**config.mk**
```make
export PLATFORM = sky130hd
export DESIGN_NAME = timed_kill_event_queue_top_flat
export DESIGN_NICKNAME = d
export VERILOG_FILES = /design/src/tkeq_pkg.sv /design/src/tkeq_if.sv /design/src/timed_kill_event_queue_top.sv /design/src/tkeq_ram.sv /design/src/tkeq_engine.sv /design/src/flat_wrapper.sv
export VERILOG_INCLUDE_DIRS = /design/src /design/src/src
export SDC_FILE = /design/constraint.sdc
export NUM_CORES = 1
export LEC_CHECK = 0
export CORE_UTILIZATION = 35
export CTS_CLUSTER_DIAMETER = 120
export DETAILED_ROUTE_END_ITERATION = 8
export DONT_BUFFER_PORTS = 1
export MAX_ROUTING_LAYER = met4
export SETUP_SLACK_MARGIN = 0.15
export SLEW_MARGIN = 20
export SYNTH_ARGS = -nofsm -noshare
export SYNTH_HDL_FRONTEND = slang
export SYNTH_SLANG_ARGS = --single-unit
```
**constraint.sdc**
```tcl
create_clock -name clk -period 7.3 [get_ports clk]
set_input_delay 2.19 -clock clk [delete_from_list [all_inputs] [get_ports clk]]
set_output_delay 2.19 -clock clk [all_outputs]
set_load 0.02 [all_outputs]
```
**src/assert_macros.svh**
```systemverilog
// ----------------------------------------------------------------------------
// Assertion macros
// Shared concurrent assertion wrappers, clocked on clk and held off in reset.
// ----------------------------------------------------------------------------
`ifndef ASSERT_MACROS_SVH
`define ASSERT_MACROS_SVH

// Property must hold at every rising edge outside reset.
`define TKEQ_ASSERT(lbl, prop, msg) \
  lbl: assert property (@(posedge clk) disable iff (!rst_n) (prop)) else $error(msg);

// Condition must never be true at a rising edge outside reset.
`define TKEQ_NEVER(lbl, cond, msg) \
  lbl: assert property (@(posedge clk) disable iff (!rst_n) !(cond)) else $error(msg);

`endif

```
**src/tkeq_pkg.sv**
```systemverilog
// ----------------------------------------------------------------------------
// Timed kill event queue package
// Sizes, codes and the control types shared by the queue modules.
// ----------------------------------------------------------------------------
package tkeq_pkg;

  localparam int DEPTH   = 16;
  localparam int ADDR_W  = (DEPTH > 1) ? $clog2(DEPTH) : 1;
  localparam int CNT_W   = $clog2(DEPTH + 1);
  localparam int ID_W    = 16;
  localparam int TIME_W  = 31;
  localparam int ENTRY_W = ID_W + TIME_W;

  typedef enum logic {
    ACT_ADD  = 1'b0,
    ACT_TICK = 1'b1
  } act_t;

  typedef enum logic [1:0] {
    KIND_ADD_OK   = 2'd0,
    KIND_ADD_FULL = 2'd1,
    KIND_FIRED    = 2'd2,
    KIND_NONE     = 2'd3
  } kind_t;

  typedef enum logic [1:0] {
    ST_IDLE,
    ST_SCAN,
    ST_NONE,
    ST_EMIT
  } state_t;

  // One accepted input item handed to the engine.
  typedef struct packed {
    logic              valid;
    act_t              action;
    logic [ID_W-1:0]   target_id;
    logic [TIME_W-1:0] event_time;
    logic [TIME_W-1:0] tick_time;
  } cmd_t;

  // One result produced by the engine for the output register.
  typedef struct packed {
    logic              valid;
    kind_t             kind;
    logic [ID_W-1:0]   fired_id;
    logic [TIME_W-1:0] fired_time;
    logic              last;
    logic              pending;
  } res_t;

endpackage

```
**src/tkeq_if.sv**
```systemverilog
// ----------------------------------------------------------------------------
// Timed kill event queue channels
// Valid/ready channels for input items and result items.
// ----------------------------------------------------------------------------
interface tkeq_in_if;
  logic        valid;
  logic        ready;
  logic        action;
  logic [15:0] target_id;
  logic [30:0] event_time;
  logic [30:0] tick_time;

  modport source (output valid, action, target_id, event_time, tick_time,
                  input ready);
  modport sink (input valid, action, target_id, event_time, tick_time,
                output ready);
endinterface

interface tkeq_out_if;
  logic        valid;
  logic        ready;
  logic [1:0]  kind;
  logic [15:0] fired_id;
  logic [30:0] fired_time;
  logic        last;
  logic        pending;

  modport source (output valid, kind, fired_id, fired_time, last, pending,
                  input ready);
  modport sink (input valid, kind, fired_id, fired_time, last, pending,
                output ready);
endinterface

```
**src/timed_kill_event_queue_top.sv**
```systemverilog
// ----------------------------------------------------------------------------
// Timed kill event queue, top level
// Stores pending events in a memory, fires those due exactly at a tick.
// ----------------------------------------------------------------------------
//  channel | direction | transfer carries
//  --------+-----------+----------------------------------------------------
//  in_ch   | in        | action, target_id, event_time, tick_time
//  out_ch  | out       | kind, fired_id, fired_time, last, pending
//
// An add's result sits in the output register in the cycle after it is taken.
// A tick runs a count pass over the stored events and, if any is due, a compaction
// pass that fires them, one entry read per cycle while the output is not stalled.
// Reset is synchronous and active low; it empties the queue, not the memory.
// A stalled output register pauses compaction only on entries that fire; a new
// item is taken when the engine is idle and the output register is free or draining.
// ----------------------------------------------------------------------------
`include "assert_macros.svh"

module timed_kill_event_queue_top import tkeq_pkg::*; (
  input logic       clk,
  input logic       rst_n,
  tkeq_in_if.sink   in_ch,
  tkeq_out_if.source out_ch
);

  cmd_t cmd;
  res_t res;
  logic eng_idle;
  logic slot_free;

  logic              out_valid_r, out_valid_nxt;
  kind_t             kind_r;
  logic [ID_W-1:0]   fired_id_r;
  logic [TIME_W-1:0] fired_time_r;
  logic              last_r;
  logic              pending_r;

  // The output register frees up in the same cycle its transfer completes.
  assign slot_free   = !out_valid_r || out_ch.ready;
  assign in_ch.ready = eng_idle && slot_free;

  assign cmd.valid      = in_ch.valid && in_ch.ready;
  assign cmd.action     = act_t'(in_ch.action);
  assign cmd.target_id  = in_ch.target_id;
  assign cmd.event_time = in_ch.event_time;
  assign cmd.tick_time  = in_ch.tick_time;

  tkeq_engine u_engine (
    .clk         (clk),
    .rst_n       (rst_n),
    .cmd_i       (cmd),
    .slot_free_i (slot_free),
    .idle_o      (eng_idle),
    .res_o       (res)
  );

  always_comb begin
    out_valid_nxt = out_valid_r;
    if (res.valid) begin
      out_valid_nxt = 1'b1;
    end else if (out_ch.ready) begin
      out_valid_nxt = 1'b0;
    end
  end

  always_ff @(posedge clk) begin
    if (!rst_n) begin
      out_valid_r <= 1'b0;
    end else begin
      out_valid_r <= out_valid_nxt;
    end
  end

  // Payload is loaded only with a new result; no reset needed.
  always_ff @(posedge clk) begin
    if (res.valid) begin
      kind_r       <= res.kind;
      fired_id_r   <= res.fired_id;
      fired_time_r <= res.fired_time;
      last_r       <= res.last;
      pending_r    <= res.pending;
    end
  end

  assign out_ch.valid      = out_valid_r;
  assign out_ch.kind       = kind_r;
  assign out_ch.fired_id   = fired_id_r;
  assign out_ch.fired_time = fired_time_r;
  assign out_ch.last       = last_r;
  assign out_ch.pending    = pending_r;

  `TKEQ_ASSERT(a_in_needs_slot, in_ch.ready |-> slot_free, "input taken with output blocked")
  `TKEQ_ASSERT(a_tick_busy, (cmd.valid && cmd.action == ACT_TICK) |=> !in_ch.ready,
               "input taken while a tick is in progress")
  `TKEQ_ASSERT(a_single_last, (out_valid_r && kind_r != KIND_FIRED) |-> last_r,
               "non-fired result without last")

endmodule

```
**src/tkeq_ram.sv**
```systemverilog
// ----------------------------------------------------------------------------
// Generic RAM
// One write port and one read port, read data registered and held when idle.
// ----------------------------------------------------------------------------
module tkeq_ram #(
  parameter int WIDTH = 8,
  parameter int DEPTH = 16
) (
  input  logic                                  clk,
  input  logic                                  we,
  input  logic [((DEPTH > 1) ? $clog2(DEPTH) : 1)-1:0] waddr,
  input  logic [WIDTH-1:0]                      wdata,
  input  logic                                  re,
  input  logic [((DEPTH > 1) ? $clog2(DEPTH) : 1)-1:0] raddr,
  output logic [WIDTH-1:0]                      rdata
);

  logic [WIDTH-1:0] mem [DEPTH];
  logic [WIDTH-1:0] rdata_r;

  always_ff @(posedge clk) begin
    if (we) begin
      mem[waddr] <= wdata;
    end
    if (re) begin
      rdata_r <= mem[raddr];
    end
  end

  assign rdata = rdata_r;

endmodule

```
**src/tkeq_engine.sv**
```systemverilog
// ----------------------------------------------------------------------------
// Timed kill event queue engine
// Sequencer over the event memory: append, count pass and compaction pass.
// ----------------------------------------------------------------------------
`include "assert_macros.svh"

module tkeq_engine import tkeq_pkg::*; (
  input  logic clk,
  input  logic rst_n,
  input  cmd_t cmd_i,
  input  logic slot_free_i,
  output logic idle_o,
  output res_t res_o
);

  state_t            state_r, state_nxt;
  logic [CNT_W-1:0]  count_r, count_nxt;
  logic [TIME_W-1:0] now_r, now_nxt;
  logic [CNT_W-1:0]  rd_idx_r, rd_idx_nxt;
  logic              v_r, v_nxt;
  logic [CNT_W-1:0]  fire_tot_r, fire_tot_nxt;
  logic [CNT_W-1:0]  keep_tot_r, keep_tot_nxt;
  logic [CNT_W-1:0]  fire_seen_r, fire_seen_nxt;
  logic [CNT_W-1:0]  keep_idx_r, keep_idx_nxt;

  logic               ram_we, ram_re;
  logic [ADDR_W-1:0]  ram_waddr, ram_raddr;
  logic [ENTRY_W-1:0] ram_wdata, ram_rdata;

  logic [ID_W-1:0]   rd_id;
  logic [TIME_W-1:0] rd_time;
  logic              is_due, is_later, more_reads, consume;

  tkeq_ram #(.WIDTH(ENTRY_W), .DEPTH(DEPTH)) u_ram (
    .clk   (clk),
    .we    (ram_we),
    .waddr (ram_waddr),
    .wdata (ram_wdata),
    .re    (ram_re),
    .raddr (ram_raddr),
    .rdata (ram_rdata)
  );

  assign rd_id      = ram_rdata[ENTRY_W-1:TIME_W];
  assign rd_time    = ram_rdata[TIME_W-1:0];
  assign is_due     = (rd_time == now_r);
  assign is_later   = (rd_time > now_r);
  assign more_reads = (rd_idx_r < count_r);
  assign consume    = v_r && (!is_due || slot_free_i);
  assign idle_o     = (state_r == ST_IDLE);

  always_ff @(posedge clk) begin
    if (!rst_n) begin
      state_r <= ST_IDLE;
      count_r <= '0;
      v_r     <= 1'b0;
    end else begin
      state_r <= state_nxt;
      count_r <= count_nxt;
      v_r     <= v_nxt;
    end
  end

  always_ff @(posedge clk) begin
    now_r       <= now_nxt;
    rd_idx_r    <= rd_idx_nxt;
    fire_tot_r  <= fire_tot_nxt;
    keep_tot_r  <= keep_tot_nxt;
    fire_seen_r <= fire_seen_nxt;
    keep_idx_r  <= keep_idx_nxt;
  end

  always_comb begin
    state_nxt     = state_r;
    count_nxt     = count_r;
    now_nxt       = now_r;
    rd_idx_nxt    = rd_idx_r;
    v_nxt         = v_r;
    fire_tot_nxt  = fire_tot_r;
    keep_tot_nxt  = keep_tot_r;
    fire_seen_nxt = fire_seen_r;
    keep_idx_nxt  = keep_idx_r;

    ram_we    = 1'b0;
    ram_waddr = count_r[ADDR_W-1:0];
    ram_wdata = {cmd_i.target_id, cmd_i.event_time};
    ram_re    = 1'b0;
    ram_raddr = rd_idx_r[ADDR_W-1:0];

    res_o = '{valid: 1'b0, kind: KIND_NONE, fired_id: '0, fired_time: '0,
              last: 1'b1, pending: 1'b0};

    unique case (state_r)
      ST_IDLE: begin
        if (cmd_i.valid) begin
          if (cmd_i.action == ACT_ADD) begin
            res_o.valid   = 1'b1;
            res_o.pending = 1'b1;
            if (count_r < CNT_W'(DEPTH)) begin
              ram_we    = 1'b1;
              count_nxt = count_r + CNT_W'(1);
              res_o.kind = KIND_ADD_OK;
            end else begin
              res_o.kind = KIND_ADD_FULL;
            end
          end else begin
            now_nxt      = cmd_i.tick_time;
            rd_idx_nxt   = '0;
            v_nxt        = 1'b0;
            fire_tot_nxt = '0;
            keep_tot_nxt = '0;
            state_nxt    = ST_SCAN;
          end
        end
      end

      ST_SCAN: begin
        if (v_r) begin
          if (is_due) begin
            fire_tot_nxt = fire_tot_r + CNT_W'(1);
          end else if (is_later) begin
            keep_tot_nxt = keep_tot_r + CNT_W'(1);
          end
        end
        if (more_reads) begin
          ram_re     = 1'b1;
          rd_idx_nxt = rd_idx_r + CNT_W'(1);
          v_nxt      = 1'b1;
        end else begin
          v_nxt = 1'b0;
          if (!v_r) begin
            rd_idx_nxt    = '0;
            fire_seen_nxt = '0;
            keep_idx_nxt  = '0;
            state_nxt     = (fire_tot_r == '0) ? ST_NONE : ST_EMIT;
          end
        end
      end

      ST_NONE: begin
        if (slot_free_i) begin
          res_o.valid   = 1'b1;
          res_o.kind    = KIND_NONE;
          res_o.pending = (count_r != '0);
          state_nxt     = ST_IDLE;
        end
      end

      ST_EMIT: begin
        if (v_r && is_due && slot_free_i) begin
          res_o.valid      = 1'b1;
          res_o.kind       = KIND_FIRED;
          res_o.fired_id   = rd_id;
          res_o.fired_time = rd_time;
          res_o.last       = ((fire_seen_r + CNT_W'(1)) == fire_tot_r);
          res_o.pending    = (keep_tot_r != '0);
          fire_seen_nxt    = fire_seen_r + CNT_W'(1);
        end
        // Survivors slide down; the write slot never passes the read pointer.
        if (consume && is_later) begin
          ram_we       = 1'b1;
          ram_waddr    = keep_idx_r[ADDR_W-1:0];
          ram_wdata    = ram_rdata;
          keep_idx_nxt = keep_idx_r + CNT_W'(1);
        end
        if ((!v_r || consume) && more_reads) begin
          ram_re     = 1'b1;
          rd_idx_nxt = rd_idx_r + CNT_W'(1);
          v_nxt      = 1'b1;
        end else if (consume) begin
          v_nxt = 1'b0;
        end
        if (!v_r && !more_reads) begin
          count_nxt = keep_tot_r;
          state_nxt = ST_IDLE;
        end
      end

      default: begin
        state_nxt = ST_IDLE;
      end
    endcase
  end

  `TKEQ_ASSERT(a_count_bound, count_r <= CNT_W'(DEPTH), "event count above depth")
  `TKEQ_ASSERT(a_res_has_slot, res_o.valid |-> slot_free_i, "result with no free slot")
  `TKEQ_ASSERT(a_keep_bound, (state_r == ST_EMIT) |-> (keep_idx_r <= keep_tot_r),
               "compaction wrote more survivors than counted")
  `TKEQ_ASSERT(a_fire_bound, (state_r == ST_EMIT) |-> (fire_seen_r <= fire_tot_r),
               "more events fired than counted")

endmodule
```
**src/flat_wrapper.sv**
```systemverilog
// flat-port wrapper written by rule: the top's interface ports become plain ports
module timed_kill_event_queue_top_flat import tkeq_pkg::*;
  (clk, rst_n, in_ch_valid, in_ch_action, in_ch_target_id, in_ch_event_time, in_ch_tick_time, in_ch_ready, out_ch_valid, out_ch_kind, out_ch_fired_id, out_ch_fired_time, out_ch_last, out_ch_pending, out_ch_ready);
  tkeq_in_if in_ch_i ();
  tkeq_out_if out_ch_i ();
  input logic clk;
  input logic rst_n;
  input wire logic [$bits(in_ch_i.valid)-1:0] in_ch_valid;
  input wire logic [$bits(in_ch_i.action)-1:0] in_ch_action;
  input wire logic [$bits(in_ch_i.target_id)-1:0] in_ch_target_id;
  input wire logic [$bits(in_ch_i.event_time)-1:0] in_ch_event_time;
  input wire logic [$bits(in_ch_i.tick_time)-1:0] in_ch_tick_time;
  output wire logic [$bits(in_ch_i.ready)-1:0] in_ch_ready;
  output wire logic [$bits(out_ch_i.valid)-1:0] out_ch_valid;
  output wire logic [$bits(out_ch_i.kind)-1:0] out_ch_kind;
  output wire logic [$bits(out_ch_i.fired_id)-1:0] out_ch_fired_id;
  output wire logic [$bits(out_ch_i.fired_time)-1:0] out_ch_fired_time;
  output wire logic [$bits(out_ch_i.last)-1:0] out_ch_last;
  output wire logic [$bits(out_ch_i.pending)-1:0] out_ch_pending;
  input wire logic [$bits(out_ch_i.ready)-1:0] out_ch_ready;
  assign in_ch_i.valid = in_ch_valid;
  assign in_ch_i.action = in_ch_action;
  assign in_ch_i.target_id = in_ch_target_id;
  assign in_ch_i.event_time = in_ch_event_time;
  assign in_ch_i.tick_time = in_ch_tick_time;
  assign in_ch_ready = in_ch_i.ready;
  assign out_ch_valid = out_ch_i.valid;
  assign out_ch_kind = out_ch_i.kind;
  assign out_ch_fired_id = out_ch_i.fired_id;
  assign out_ch_fired_time = out_ch_i.fired_time;
  assign out_ch_last = out_ch_i.last;
  assign out_ch_pending = out_ch_i.pending;
  assign out_ch_i.ready = out_ch_ready;
  timed_kill_event_queue_top u_core (.clk(clk), .rst_n(rst_n), .in_ch(in_ch_i), .out_ch(out_ch_i));
endmodule
```
==> metrics.yaml <==
route:
  drt_iter0_markers: 1458
  vias: 16410
  ant_nets: 0
  drt_pass1_iterations: 5
  via_per_inst: 5.16
  wl_per_cell_um: 24.9
  routed_wirelength_um: 79200
  drc_errors: 0
setup_path:
  cp_slowest_cell: "nor2b_1"
  critPathMaxStageDelay_ps: 370
  reg2reg_from: "u_core.u_engine.u_ram.rdata[10]"
  worstRegToRegCells: 9
  critPathRequiredTime_ps: 5110
  crit_buf_inv: 0
  crit_arrival_ps: 2810
  crit_fanout: 5
  cp_cell_sequence: "nor2b_1 > nor2_1"
  critical_path.top_delay_family: "simple AND/OR/NAND/NOR gates"
  reg2reg_to: "u_core.u_engine.u_ram.mem[2][25]"
  critPathLaunchType: "primary input"
  reg2reg_slack_ps: 2480
  endpoint_kind: "output port"
  critPathKind: "in2out"
sta:
  finalSetupViolCount: 0
  hold_violations: 0
  fin_crit_ps: 5000
  fmax_mhz: 200
  slew_headroom: 0.267
  worst_slew_pin_slew_ps: 1100
  hold_ws_ps: 559
  finalClockSkew_ps: 49.0
  fin_setup_tns_ps: 0
  period_share: 0.684
  drv_slew: 0
  rsz0062_at_grt: "no"
logic_synthesis:
  synth_most_common_cell: "edfxtp_1"
  ys_seq_elements: 914
  synth_top_area_frac: 0.746
  yosysWarnings: 0
  synth_area_per_cell_sq_um: 21.7
  ys.flop_type: "edfxtp_1"
  synth_cell_types: 57
  synth-edff-count: 905
  synth-seq-area-share: 0.751
  netlist_area_sq_um: 36400
  postSynth.asyncResetShare: 0
  yosysTopAreaCell: "edfxtp_1"
  synth_commonest_cells: "edfxtp_1, mux4_2, and2_1, ha_1, inv_1"
  synth_area_leaders: "edfxtp_1, mux4_2, mux2_4"
  synth_nets: 1810
  netlist_instances: 1678
power_and_ir_drop:
  sw_frac_of_total: 0.278
  p_leak_nw: 13.0
  max-vdd-ir-drop_mv: 0.272
  p_comb_frac: 0.230
  switchingPower_w: 0.00401
  internal-power_w: 0.0104
  clkPwrFrac: 0.319
  power.density_nw_per_um2: 351
  seqPwrFrac: 0.452
cells_and_area:
  layout-drive-gt1-share: 0.261
  fill_cells: 8996
  fin_area_sq_um: 41200
  area_growth_pct: 13.2
  fin_nets: 1866
placement:
  hpwl_um: 45700
  post_dp_cell_area_sq_um: 38200
  portBuffers: 0
  routabilityCongestion: 0.790
outcome:
  status: "finished, final reports clean"
floorplanning:
  die_y_um: 325
  die-area_sq_um: 105000
  core_sq_um: 102000
  pin_count: 136
  initial_utilization: 0.356
  die_w_um: 325
  rows: 117
global_routing:
  grt_start_max_net_pins: 110
  antenna_found_initial: 5
  grt_pass1_vias: 17423
  grt_pass1_wl_um: 118000
  overflow: 0
  grt_usage: 0.156
flow_run:
  max_cap_violations: 0
clocking:
  cts_resized: 0
  post_cts_buffers: 0
  cts_buffers: 95
  holdBufCountCts: 0
  worstSkewPairLatency_ps: 680
  root_buffer: "clkbuf_16"
  cts.sinks: 914
  htree_levels: 3
  clkSlewWorstSetupHoldPaths_ps: 60
  cts_tree: "yes"
  clockBufferDepth: 3
worst_hold_path:
  hold_depth: 1
  worstHoldStart: "u_core.u_engine.u_ram.rdata[45]"
  hp-class: "reg2reg"
  hold_path_end: "u_core.out_ch.fired_id[14]"
==> sequential cells by signal, indices dropped and copies added (netlist names), 5 cells and up <==
name / flops
u_core.out_ch.fired_id: 16
u_core.out_ch.fired_time: 31
u_core.u_engine.count_r: 5
u_core.u_engine.fire_seen_r: 5
u_core.u_engine.fire_tot_r: 5
u_core.u_engine.keep_tot_r: 5
u_core.u_engine.now_r: 31
u_core.u_engine.rd_idx_r: 5
u_core.u_engine.u_ram.mem: 752
u_core.u_engine.u_ram.rdata: 47
==> cell type report <==
type / instances / area [sq um] / area share
well taps: 1368 / 1710 / 0.0415
inverters: 47 / 176 / 0.00428
clock inverters: 57 / 478 / 0.0116
diodes: 4 / 10.0 / 0.000243
flip-flops and latches: 914 / 27400 / 0.663
repair buffers: 35 / 315 / 0.00765
multi-input cells: 641 / 8700 / 0.211
clock buffers: 113 / 2490 / 0.0603
==> power by group through the flow <==
stage	logic (W)	registers [W]	clock network, W
2_1_floorplan	0.00248	0.00656	0
3_3_place_gp	0.00336	0.00662	0
3_5_place_dp	0.00340	0.00664	0
4_1_cts	0.00342	0.00653	0.00471
5_1_grt	0.00360	0.00656	0.00491
6_report	0.00332	0.00653	0.00461
==> per-stage QoR <==
step | worst slack (ps) | total power, W | instances | util
after floorplan | 1080 | 0.00903 | 1678 | -
after global placement | 1890 | 0.00999 | 3003 | 0.373
after detailed placement | 1810 | 0.0100 | 3004 | 0.373
after CTS | 2320 | 0.0147 | 3174 | 0.402
after global routing | 2220 | 0.0151 | 3179 | 0.402
final | 2300 | 0.0145 | 3179 | 0.402
==> metal layers <==
| metal | up-vias | GRT usage | wire length (um) |
|---|---|---|---|
| met5 | - | - | 0 |
| met4 | 0 | 0.0401 | 1370 |
| met3 | 109 | 0.0310 | 4840 |
| met2 | 450 | 0.244 | 38300 |
| met1 | 8784 | 0.208 | 34600 |
| li1 | 7067 | - | - |
==> cells in the final DEF (no fill, tap or decap), types with 4 or more instances in the layout <==
master	Yosys	routed
a211oi_1	4	4
a21o_1	4	4
a21oi_1	25	25
a311oi_1	4	4
a31oi_1	8	8
and2_1	51	51
and3_1	6	5
buf_4	2	31
bufinv_16	0	6
clkbuf_1	34	16
clkbuf_16	0	97
clkinv_1	1	26
clkinv_2	0	16
dfxtp_1	9	9
diode_2	0	4
edfxtp_1	905	905
ha_1	49	49
inv_1	46	46
mux2_2	4	4
mux2_4	43	43
mux2i_4	0	16
mux4_2	235	235
nand2_1	43	43
nand3_1	21	21
nand4_1	8	8
nor2_1	37	35
nor2b_1	5	5
nor3_1	9	9
o21ai_0	12	12
o31ai_1	5	5
xnor2_1	7	7
xor2_1	12	12
==> logic make-up after synthesis <==
family	count (synthesis)	share of synthesized area
flip-flops	914	0.751
multiplexers	300	0.169
AND/OR/NAND/NOR	195	0.0284
buffers and inverters	123	0.0165
AO/OA/AOI/OAI	78	0.0137
adder cells (fa/ha/maj)	49	0.0168
XOR/XNOR	19	0.00457
==> worst max path at each step <==
stage	startpoint	endpoint	slack [ps]	depth (start not counted)
floorplan	out_ch_ready	u_core.u_engine.u_ram.mem[10][0]	1080	6
global placement	out_ch_ready	u_core.u_engine.u_ram.mem[5][24]	1890	7
detailed placement	out_ch_ready	u_core.u_engine.u_ram.mem[4][24]	1810	7
CTS	out_ch_ready	in_ch_ready	2320	2
global route	out_ch_ready	in_ch_ready	2220	2
finish	out_ch_ready	in_ch_ready	2300	2
(Power assumes the default switching activity.)
